**config.mk**
```make
export PLATFORM = sky130hd
export DESIGN_NAME = cau_div_cell
export DESIGN_NICKNAME = d
export VERILOG_FILES = /design/src/complex_arithmetic_unit_assert.svh /design/src/cau_pkg.sv /design/src/cau_div_cell.sv
export SDC_FILE = /design/constraint.sdc
export NUM_CORES = 1
export LEC_CHECK = 0
export BUFFER_PORTS_ARGS = -buffer_cell sky130_fd_sc_hd__buf_2
export CORE_AREA = 2 2 311 313
export CTS_CLUSTER_DIAMETER = 60
export DETAILED_ROUTE_END_ITERATION = 7
export DIE_AREA = 0 0 313 315
export GPL_TIMING_DRIVEN = 0
export SETUP_SLACK_MARGIN = 0.02
export SYNTH_ARGS = -nofsm -noshare
export SYNTH_HDL_FRONTEND = slang
export SYNTH_SLANG_ARGS = --single-unit
```
**constraint.sdc**
```tcl
create_clock -name clk -period 3.7 [get_ports clk]
set_clock_uncertainty 0.1 [all_clocks]
set_input_delay 0 -clock clk [delete_from_list [all_inputs] [get_ports clk]]
set_output_delay 0 -clock clk [all_outputs]
set_load 0.02 [all_outputs]
```
**src/complex_arithmetic_unit_assert.svh**
```systemverilog
// ---------------------------------------------------------------------------
// Assertion macros for the complex arithmetic unit
// Concurrent checks on clk, disabled while rst_n is low.
// ---------------------------------------------------------------------------
`ifndef COMPLEX_ARITHMETIC_UNIT_ASSERT_SVH
`define COMPLEX_ARITHMETIC_UNIT_ASSERT_SVH

// Overlapping implication
`define CAU_ASSERT_IMP(lbl, ante, cons) \
  lbl: assert property (@(posedge clk) disable iff (!rst_n) (ante) |-> (cons)) \
    else $error("assertion failed");

// Consequence in the cycle after the antecedent
`define CAU_ASSERT_NXT(lbl, ante, cons) \
  lbl: assert property (@(posedge clk) disable iff (!rst_n) (ante) |=> (cons)) \
    else $error("assertion failed");

`endif

```
**src/cau_pkg.sv**
```systemverilog
// ---------------------------------------------------------------------------
// cau_pkg
// Types, constants and helper functions of the complex arithmetic unit.
// ---------------------------------------------------------------------------
package cau_pkg;

  localparam int FRAC_BITS = 16;
  // quotient bits produced by the divider chain
  localparam int QB = 33;
  localparam int NW = 64 + FRAC_BITS;
  localparam int CAU_LAT = QB + 5;
  localparam logic [64:0] RND_HALF = (65'd1 << FRAC_BITS) >> 1;

  typedef enum logic [2:0] {
    OP_ADD  = 3'd0,
    OP_SUB  = 3'd1,
    OP_MUL  = 3'd2,
    OP_DIV  = 3'd3,
    OP_CONJ = 3'd4,
    OP_CMP  = 3'd5
  } op_e;

  typedef struct packed {
    logic [2:0]         opcode;
    logic signed [31:0] a_re;
    logic signed [31:0] a_im;
    logic signed [31:0] b_re;
    logic signed [31:0] b_im;
  } in_t;

  typedef struct packed {
    logic signed [31:0] res_re;
    logic signed [31:0] res_im;
    logic               is_equal;
    logic               div_zero;
    logic               overflow;
  } out_t;

  // product stage output: signed sums as sign and magnitude
  typedef struct packed {
    logic        valid;
    logic [2:0]  opcode;
    out_t        res;
    logic        neg_re;
    logic [63:0] mag_re;
    logic        neg_im;
    logic [63:0] mag_im;
    logic [63:0] den;
  } prod_t;

  // item travelling down the divider chain
  typedef struct packed {
    logic          valid;
    logic          is_div;
    logic          big_re;
    logic          big_im;
    logic          neg_re;
    logic          neg_im;
    logic [63:0]   rem_re;
    logic [63:0]   rem_im;
    logic [QB-1:0] num_re;
    logic [QB-1:0] num_im;
    logic [QB-1:0] q_re;
    logic [QB-1:0] q_im;
    logic [63:0]   den;
    out_t          res;
  } div_t;

  // saturate sign/magnitude to 32 bits; result is {overflow, value}
  function automatic logic [32:0] sat_mag(input logic neg, input logic [64:0] mag);
    logic [32:0] r;
    if (neg) begin
      if (mag > 65'h0_8000_0000) r = {1'b1, 32'h8000_0000};
      else r = {1'b0, 32'd0 - mag[31:0]};
    end else begin
      if (mag > 65'h0_7FFF_FFFF) r = {1'b1, 32'h7FFF_FFFF};
      else r = {1'b0, mag[31:0]};
    end
    return r;
  endfunction

  function automatic logic [32:0] sat_s33(input logic signed [32:0] v);
    logic [32:0] r;
    if (v > 33'sh0_7FFF_FFFF) r = {1'b1, 32'h7FFF_FFFF};
    else if (v < -33'sh0_8000_0000) r = {1'b1, 32'h8000_0000};
    else r = {1'b0, v[31:0]};
    return r;
  endfunction

endpackage

```
**src/cau_div_cell.sv**
```systemverilog
// ---------------------------------------------------------------------------
// cau_div_cell
// One restoring-division step for both result parts; passes the item on.
// ---------------------------------------------------------------------------
module cau_div_cell (
  input  logic          clk,
  input  logic          rst_n,
  input  cau_pkg::div_t d_in,
  output cau_pkg::div_t d_out
);
  import cau_pkg::*;

  div_t        cell_r, cell_nxt;
  logic [64:0] t_re, t_im;
  logic        ge_re, ge_im;
  logic [64:0] df_re, df_im;

  always_comb begin
    t_re  = {d_in.rem_re, d_in.num_re[QB-1]};
    t_im  = {d_in.rem_im, d_in.num_im[QB-1]};
    ge_re = t_re >= {1'b0, d_in.den};
    ge_im = t_im >= {1'b0, d_in.den};
    df_re = t_re - {1'b0, d_in.den};
    df_im = t_im - {1'b0, d_in.den};
    cell_nxt        = d_in;
    cell_nxt.rem_re = ge_re ? df_re[63:0] : t_re[63:0];
    cell_nxt.rem_im = ge_im ? df_im[63:0] : t_im[63:0];
    cell_nxt.num_re = {d_in.num_re[QB-2:0], 1'b0};
    cell_nxt.num_im = {d_in.num_im[QB-2:0], 1'b0};
    cell_nxt.q_re   = {d_in.q_re[QB-2:0], ge_re};
    cell_nxt.q_im   = {d_in.q_im[QB-2:0], ge_im};
  end

  always_ff @(posedge clk) begin
    if (!rst_n) begin
      cell_r.valid <= 1'b0;
    end else begin
      cell_r.valid <= cell_nxt.valid;
    end
  end

  always_ff @(posedge clk) begin
    cell_r.is_div <= cell_nxt.is_div;
    cell_r.big_re <= cell_nxt.big_re;
    cell_r.big_im <= cell_nxt.big_im;
    cell_r.neg_re <= cell_nxt.neg_re;
    cell_r.neg_im <= cell_nxt.neg_im;
    cell_r.rem_re <= cell_nxt.rem_re;
    cell_r.rem_im <= cell_nxt.rem_im;
    cell_r.num_re <= cell_nxt.num_re;
    cell_r.num_im <= cell_nxt.num_im;
    cell_r.q_re   <= cell_nxt.q_re;
    cell_r.q_im   <= cell_nxt.q_im;
    cell_r.den    <= cell_nxt.den;
    cell_r.res    <= cell_nxt.res;
  end

  assign d_out = cell_r;

endmodule
```
==> After elaboration in Yosys (flattened, before gate mapping) <==
Cells that the tools add are included.
{ "totals": {"ff_bits": 395, "input_bits": 399, "out_inout_bits": 397, "elab_cells": 24} }
{ "classes": {"addsub": 2, "n_lt_le_gt_ge": 2, "n_mux": 2} }
{ "ops": {"columns": ["operator", "count"], "rows": [
  ["65-bit by 64-bit greater-or-equal comparator with 1-bit output", 2],
  ["64-bit two-way mux", 2],
  ["64-bit subtractor", 2]
]} }

==> Longest topological paths before layout <==
Gate-level depths: netlist of run 1.
{ "depth": {"word_depth": 2, "depth_mapped": 15, "ltp_nobuf": 13} }

==> Worst setup path after synthesis of run 1 <==
Ideal clock, no wire load.
{ "synth_path": {"kind": "input port to flip-flop", "start": "input port d_in[103] in the netlist's numbering", "end": "register cell_r, in the netlist d_out[273]", "setup_time_ns": 0.123, "arrival_time_ns": 2.426, "required_time_ns": 3.477, "path_slack_ns": 1.051, "cell_stages": 13, "path_buffers": 3, "path_cell_list": "inv_1 > ha_1 > buf_2 > nand4_1 > or3_1 > o221ai_1 > a41oi_1 > o21ai_1 > a31oi_1 > o21ai_1 > buf_8 > buf_4 > mux2_1"} }
{ "synth_rtl": {"columns": ["element", "line_no", "rtl"], "rows": [
  ["start, declared", "cau_div_cell.sv:8", "input cau_pkg::div_t d_in,"],
  ["end, declared", "cau_div_cell.sv:13", "div_t cell_r, cell_nxt;"]
]} }

==> results of run 1 <==
==> cell type report <==
cell class / count / area, sq um
antenna: 17 / 42.54
buffer: 80 / 415.4
clock buffer: 73 / 1630
clock inverter: 41 / 461.7
fill: 9918 / 63720
inverter: 93 / 349.1
multi-input combinational: 1356 / 8995
sequential: 395 / 7908
tap: 1276 / 1597
timing repair buffer: 1455 / 10590
==> per-layer routing <==
| metal | wire (um) | up-vias |
|---|---|---|
| met5 | 211 | - |
| met4 | 5882 | 32 |
| met3 | 7583 | 222 |
| met2 | 54920 | 811 |
| met1 | 41950 | 9722 |
| li1 | - | 9873 |
==> critical path: cells and delay by family <==
family | cells | cell delay [ns]
buf+inv | 2 | 0.75
xor+xnor | 1 | 0.13
mux | 1 | 0.32
fa+ha+maj | 2 | 0.62
simple gates | 1 | 0.18
compound gates | 7 | 2.09
==> synthesized netlist by cell type (all sizes together), types with 34 or more instances <==
| library cell | instances |
|---|---|
| nand4 | 39 |
| xnor2 | 63 |
| nand2 | 131 |
| ha | 128 |
| mux2 | 34 |
| buf | 49 |
| xor2 | 55 |
| nor2 | 185 |
| dfxtp | 395 |
| o21ai | 99 |
| inv | 93 |
| a21oi | 246 |
| a21o | 52 |
==> metrics by stage <==
step                      total power [W]    util  worst slack [ns]
after floorplan                  0.007014       -             1.051
after global placement           0.008550  0.2421           -0.8961
after detailed placement         0.008538  0.2421           -0.8962
after CTS                         0.01507  0.3312           0.02370
after global routing              0.01563  0.3341          -0.04147
final                             0.01498  0.3342          0.007842
==> cells in the final DEF, fill, tap and decap left out, types with 8 or more instances in the layout <==
cell type	n
sky130_fd_sc_hd__a211oi_1	14
sky130_fd_sc_hd__a21boi_0	8
sky130_fd_sc_hd__a21o_1	52
sky130_fd_sc_hd__a21oi_1	240
sky130_fd_sc_hd__a31oi_1	18
sky130_fd_sc_hd__and2_1	10
sky130_fd_sc_hd__and3_1	14
sky130_fd_sc_hd__buf_2	826
sky130_fd_sc_hd__buf_4	17
sky130_fd_sc_hd__clkbuf_1	32
sky130_fd_sc_hd__clkbuf_16	60
sky130_fd_sc_hd__clkbuf_8	8
sky130_fd_sc_hd__clkinv_2	9
sky130_fd_sc_hd__dfxtp_1	395
sky130_fd_sc_hd__diode_2	17
sky130_fd_sc_hd__dlygate4sd3_1	659
sky130_fd_sc_hd__ha_1	128
sky130_fd_sc_hd__inv_1	92
sky130_fd_sc_hd__inv_8	11
sky130_fd_sc_hd__mux2_1	22
sky130_fd_sc_hd__mux2_2	12
sky130_fd_sc_hd__nand2_1	131
sky130_fd_sc_hd__nand2b_1	16
sky130_fd_sc_hd__nand3_1	33
sky130_fd_sc_hd__nand4_1	39
sky130_fd_sc_hd__nor2_1	184
sky130_fd_sc_hd__nor2b_1	11
sky130_fd_sc_hd__nor3_1	27
sky130_fd_sc_hd__nor4_1	8
sky130_fd_sc_hd__o211ai_1	12
sky130_fd_sc_hd__o21a_1	14
sky130_fd_sc_hd__o21ai_0	84
sky130_fd_sc_hd__o21ai_1	15
sky130_fd_sc_hd__o21bai_1	30
sky130_fd_sc_hd__o31ai_1	11
sky130_fd_sc_hd__or3_1	9
sky130_fd_sc_hd__xnor2_1	63
sky130_fd_sc_hd__xor2_1	55
==> worst paths after layout <==
path,depth (start not counted),end,slack [ns]
worst max-delay path,14,d_out[323],0.008
worst min-delay path,1,d_out[70],-0.65
==> power groups by stage <==
stage | logic [W] | clock network (W) | registers [W]
floorplan | 0.00148 | 0 | 0.00553
global placement | 0.00361 | 0 | 0.00493
detailed placement | 0.00360 | 0 | 0.00494
CTS | 0.00419 | 0.00603 | 0.00486
global route | 0.00452 | 0.00622 | 0.00490
finish | 0.00422 | 0.00590 | 0.00486
==> cells by family (layout without fill, tap and decap cells) <==
family,count (synthesis),after routing,share of synthesized area
compound gates,566,566,0.2012
xor+xnor,118,118,0.05867
fa+ha+maj,130,130,0.09320
buf+inv,173,1742,0.04305
flops,395,395,0.4489
mux,35,35,0.02230
other cells,1,19,0.0002129
simple gates,505,505,0.1324
==> timing repair <==
| action | 4_1_cts | 5_1_grt |
|---|---|---|
| hold buffers | 641 | 18 |
| resized for setup | 4 | 7 |
| endpoints found under the setup margin | 53 | 83 |
| endpoints found under the hold margin | 393 | 31 |
| pin swaps | 0 | 2 |
| buffers inserted | 0 | 5 |
==> flow_metrics.tcl, run 1 <==
set metrics [dict create \
    status "finished with violations" \
    violated_checks "hold timing" \
    grt_remaining_overflow 0 \
    ys_async_sr_fraction 0 \
    synth_edf_count 0 \
    worst_path_most_repeated_cell "sky130_fd_sc_hd__a21oi_1" \
    dieHeight_um 315 \
    ant_nets 0 \
    floorplan.initialDensity 0.1840 \
    timing.final.hold_violations 15 \
    drtIter0Drc 1196 \
    yosys_register_bits 395 \
    finalWorstPathRequiredPeriod_ns 3.692 \
    power.combinational.fraction 0.282 \
    buffer_ports.inserted 791 \
    synth_sequential_area_ratio 0.4489 \
    worst_setup_hold_path_clk_slew_ns 0.06 \
    cells_taking_the_most_area_after_synthesis "sky130_fd_sc_hd__dfxtp_1, sky130_fd_sc_hd__ha_1, sky130_fd_sc_hd__a21oi_1, sky130_fd_sc_hd__nor2_1, sky130_fd_sc_hd__xnor2_1" \
    syn2layout_area_growth_pct 81.62 \
    final_cycle_utilization_of_the_critical_path 0.9979 \
    min_path_type "primary input to register" \
    gpl.final_weighted_congestion 0.9130 \
    drive_above_1_share 0.2880 \
    global_route.peak_usage_layer "met2" \
    final-setup-viol-count 0 \
    largest_register_ffs 395 \
    power.share.sequential 0.324 \
    layoutNonFillerInstCount 4786 \
    max-vdd-ir-drop_v 0.0003446 \
    die_area_sq_mm 0.09860 \
    min-delay-start "d_in[70]" \
    maxcap_violations 0 \
    setup_total_negative_slack_ns 0 \
    synth_top_area_cell "sky130_fd_sc_hd__dfxtp_1" \
    dp.final_hpwl_mm 88.84 \
    intPower_w 0.009856 \
    yosysWarnings 0 \
    layout.cell_area.non_filler_sq_mm 0.03199 \
    use_met1 0.2347 \
    totalWireLength_mm 110.5 \
    tightestPinTransition_ns 0.9913 \
    global_route.usage.met2 0.3847 \
    worstPathCellList "dlygate4sd3_1 > buf_2 > ha_1 > fa_1 > nand2b_1 > a21oi_1 > o22a_1 > a21oi_2 > o211ai_1 > a311oi_2 > a41oi_1 > a21oi_1 > xnor2_1 > mux2_1" \
    fin_worst_hold_slack_ns -0.6480 \
    worst_setup_path_start_kind "primary input" \
    boundaryPins 796 \
    cts_inserted_buffers 60 \
    crit_path_max_fanout 4 \
    max_freq_ghz 0.2708 \
    crit_required_ns 4.12 \
    tritoncts_clock_tree "built" \
    grt_start_max_net_pins 18 \
    post_drt_wl_per_cell_um 23.10 \
    clkPwrFrac 0.394 \
    grt_pass1_vias 21280 \
    worst_ep_arrival_time_ns 4.11 \
    static-leakage-power_nw 14.66 \
    cp-startpoint "d_in[67]" \
    fin_nets 3970 \
    cp_slowest_stage_delay_ns 0.66 \
    htreeDepth 2 \
    grt_first_pass_wirelength_mm 151.8 \
    power_switching_w 0.005125 \
    initial_antenna_violation_count 34 \
    floorplan.rows 114 \
    synthDistinctLibCells 85 \
    synthesis.instances 1923 \
    switching_share 0.3421 \
    path_class "primary input to register" \
    drc_errors 0 \
    detail_route.vias_per_cell 4.317 \
    fp.dieW_um 313 \
    slew_headroom 0.3330 \
    fp.coreArea_sq_mm 0.09571 \
    place.detailed.instances 3991 \
    post_dp_cell_area_sq_mm 0.02317 \
    endpoint_kind "register" \
    synth_area_per_cell_sq_um 9.160 \
    crit_slowest_cell "sky130_fd_sc_hd__o211ai_1" \
    synth_area_sq_mm 0.01761 \
    clock-sinks 395 \
    power_density_mw_per_mm2 468.3 \
    global_route.usage.met3 0.05124 \
    via_total_after_detailed_routing 20660 \
    root_buffer "sky130_fd_sc_hd__clkbuf_16" \
    cts_max_path_bufs 3 \
    grtUsageTotal 0.2145 \
    firstDrtPassIters 5 \
    postSynth.topFlopCell "sky130_fd_sc_hd__dfxtp_1" \
    rsz0062_at_grt "yes" \
    report.final.slew_viol_count 0 \
    netlist.area_leader.share 0.4489 \
]
(Power assumes the default switching activity.)
==> inputs of run 2 (changes only) <==
REMOVE_ABC_BUFFERS = 1   (was default)
==> flow_metrics.tcl, run 2 (synthesis results as in run 1) <==
set metrics [dict create \
    tightestPinTransition_ns 1.638 \
    grt_first_pass_wirelength_mm 141.4 \
    crit_path_max_fanout 24 \
    via_total_after_detailed_routing 20680 \
    htreeDepth 2 \
    final-setup-viol-count 36 \
    dieHeight_um 315 \
    root_buffer "sky130_fd_sc_hd__clkbuf_16" \
    crit_slowest_cell "sky130_fd_sc_hd__nor4_1" \
    syn2layout_area_growth_pct 82.28 \
    timing.final.hold_violations 26 \
    dp.final_hpwl_mm 79.56 \
    worst_setup_path_start_kind "primary input" \
    die_area_sq_mm 0.09860 \
    fp.coreArea_sq_mm 0.09571 \
    worstPathCellList "dlygate4sd3_1 > buf_2 > ha_1 > nand3_1 > nor4_1 > and3_1 > nand4_1 > nand3b_1 > inv_1 > o31ai_4 > buf_12 > buf_12 > buf_16 > mux2_1" \
    buffer_ports.inserted 791 \
    post_drt_wl_per_cell_um 21.67 \
    critical_path.top_delay_family "simple AND/OR/NAND/NOR gates" \
    gpl.final_weighted_congestion 0.9336 \
    power_density_mw_per_mm2 468.3 \
    worst_ep_arrival_time_ns 4.33 \
    cp_slowest_stage_delay_ns 1.35 \
    firstDrtPassIters 7 \
    worst_path_most_repeated_cell "sky130_fd_sc_hd__buf_12" \
    grt_remaining_overflow 0 \
    layout.cells.most_common "sky130_fd_sc_hd__buf_2" \
    cts_max_path_bufs 3 \
    worst_hold_path.num_cells 1 \
    min-delay-start "d_in[67]" \
    clock-sinks 395 \
    drc_errors 0 \
    preCtsSetupSlack_ns -0.8637 \
    min_delay_worst_endpoint "d_out[67]" \
    path_class "primary input to register" \
    ant_nets 0 \
    cts_inserted_buffers 60 \
    crit_required_ns 4.09 \
    grt_start_max_net_pins 33 \
    status "finished with violations" \
    drtIter0Drc 1114 \
    min_path_type "primary input to register" \
    maxcap_violations 1 \
    boundaryPins 796 \
    endpoint_kind "register" \
    static-leakage-power_nw 14.71 \
    slew_headroom -0.1018 \
    number_of_buffers_and_inverters_on_the_critical_path 6 \
    max_freq_ghz 0.2536 \
    violated_checks "hold timing, capacitance limit, slew limit, setup timing" \
    floorplan.rows 114 \
    totalWireLength_mm 102.8 \
    fin_nets 3935 \
    finalWorstPathRequiredPeriod_ns 3.943 \
    final_worst_path_setup_slack_ns -0.2430 \
    initial_antenna_violation_count 30 \
    layoutNonFillerInstCount 4745 \
    fin_worst_hold_slack_ns -0.5697 \
    rsz0062_at_grt "no" \
    max-vdd-ir-drop_v 0.0003235 \
    report.final.slew_viol_count 2 \
    tritoncts_clock_tree "built" \
    layout_common_cells "sky130_fd_sc_hd__buf_2, sky130_fd_sc_hd__dlygate4sd3_1, sky130_fd_sc_hd__dfxtp_1, sky130_fd_sc_hd__a21oi_1, sky130_fd_sc_hd__nor2_1" \
    grt_pass1_vias 20640 \
    grtUsageTotal 0.1963 \
    place.detailed.instances 3919 \
    fp.dieW_um 313 \
    floorplan.initialDensity 0.1840 \
    design_power_total_w 0.01504 \
    final_cycle_utilization_of_the_critical_path 1.066 \
    detail_route.vias_per_cell 4.357 \
    worst_setup_hold_path_clk_slew_ns 0.06 \
    largest_register_ffs 395 \
    drive_above_1_share 0.2812 \
]
[run 2: stage by stage]
stage	TNS, ns	instance area [sq um]	util
2_1_floorplan	-183.61	17210	-
3_5_place_dp	-35.51	22940	0.2397
5_1_grt	0	32090	0.3353
4_1_cts	0	31650	0.3307
3_3_place_gp	-543.88	22760	0.2378
6_report	-5.571	32110	0.3355
[run 2: report_power, final]
group | internal, W | total [W] | switching [W]
clock network | 0.00352 | 0.00594 | 0.00242
registers | 0.00472 | 0.00486 | 0.000139
logic | 0.00176 | 0.00424 | 0.00248
[run 2: per-layer routing]
layer / vias up / share of wire / GRT usage
met5: - / 0.00069 / 0
met4: 12 / 0.057 / 0.1008
li1: 9814 / - / -
met1: 9776 / 0.40 / 0.2296
met3: 222 / 0.073 / 0.05052
met2: 852 / 0.47 / 0.3308
[run 2: what timing repair did]
item                       4_1_cts  5_1_grt
pin swaps                        0        5
gates resized for setup          3       13
hold endpoints to repair       393       43
setup endpoints to repair        6       28
hold buffers                   660       30
buffers inserted                 0       10
gates cloned                     0        1
[run 2: cell type report]
cell class / count / area [sq um]
fillers: 9720 / 63600
repair buffers: 1499 / 11110
multi-input cells: 1357 / 9024
flip-flops and latches: 395 / 7908
clock buffers: 72 / 1628
well taps: 1276 / 1597
clock inverters: 41 / 459.2
inverters: 93 / 349.1
diodes: 12 / 30.03
[run 2: worst max path at each step]
stage                         start    endpoint  slack [ns]  cells past startpoint
after global placement    d_in[103]  d_out[288]       -6.02                     11
after detailed placement   d_in[92]  d_out[342]       -0.86                     15
final                     d_in[330]  d_out[339]       -0.24                     14
after floorplan            d_in[72]  d_out[325]       -2.58                     12
after CTS                 d_in[280]  d_out[266]        0.02                     13
after global routing      d_in[294]  d_out[299]        0.02                     13
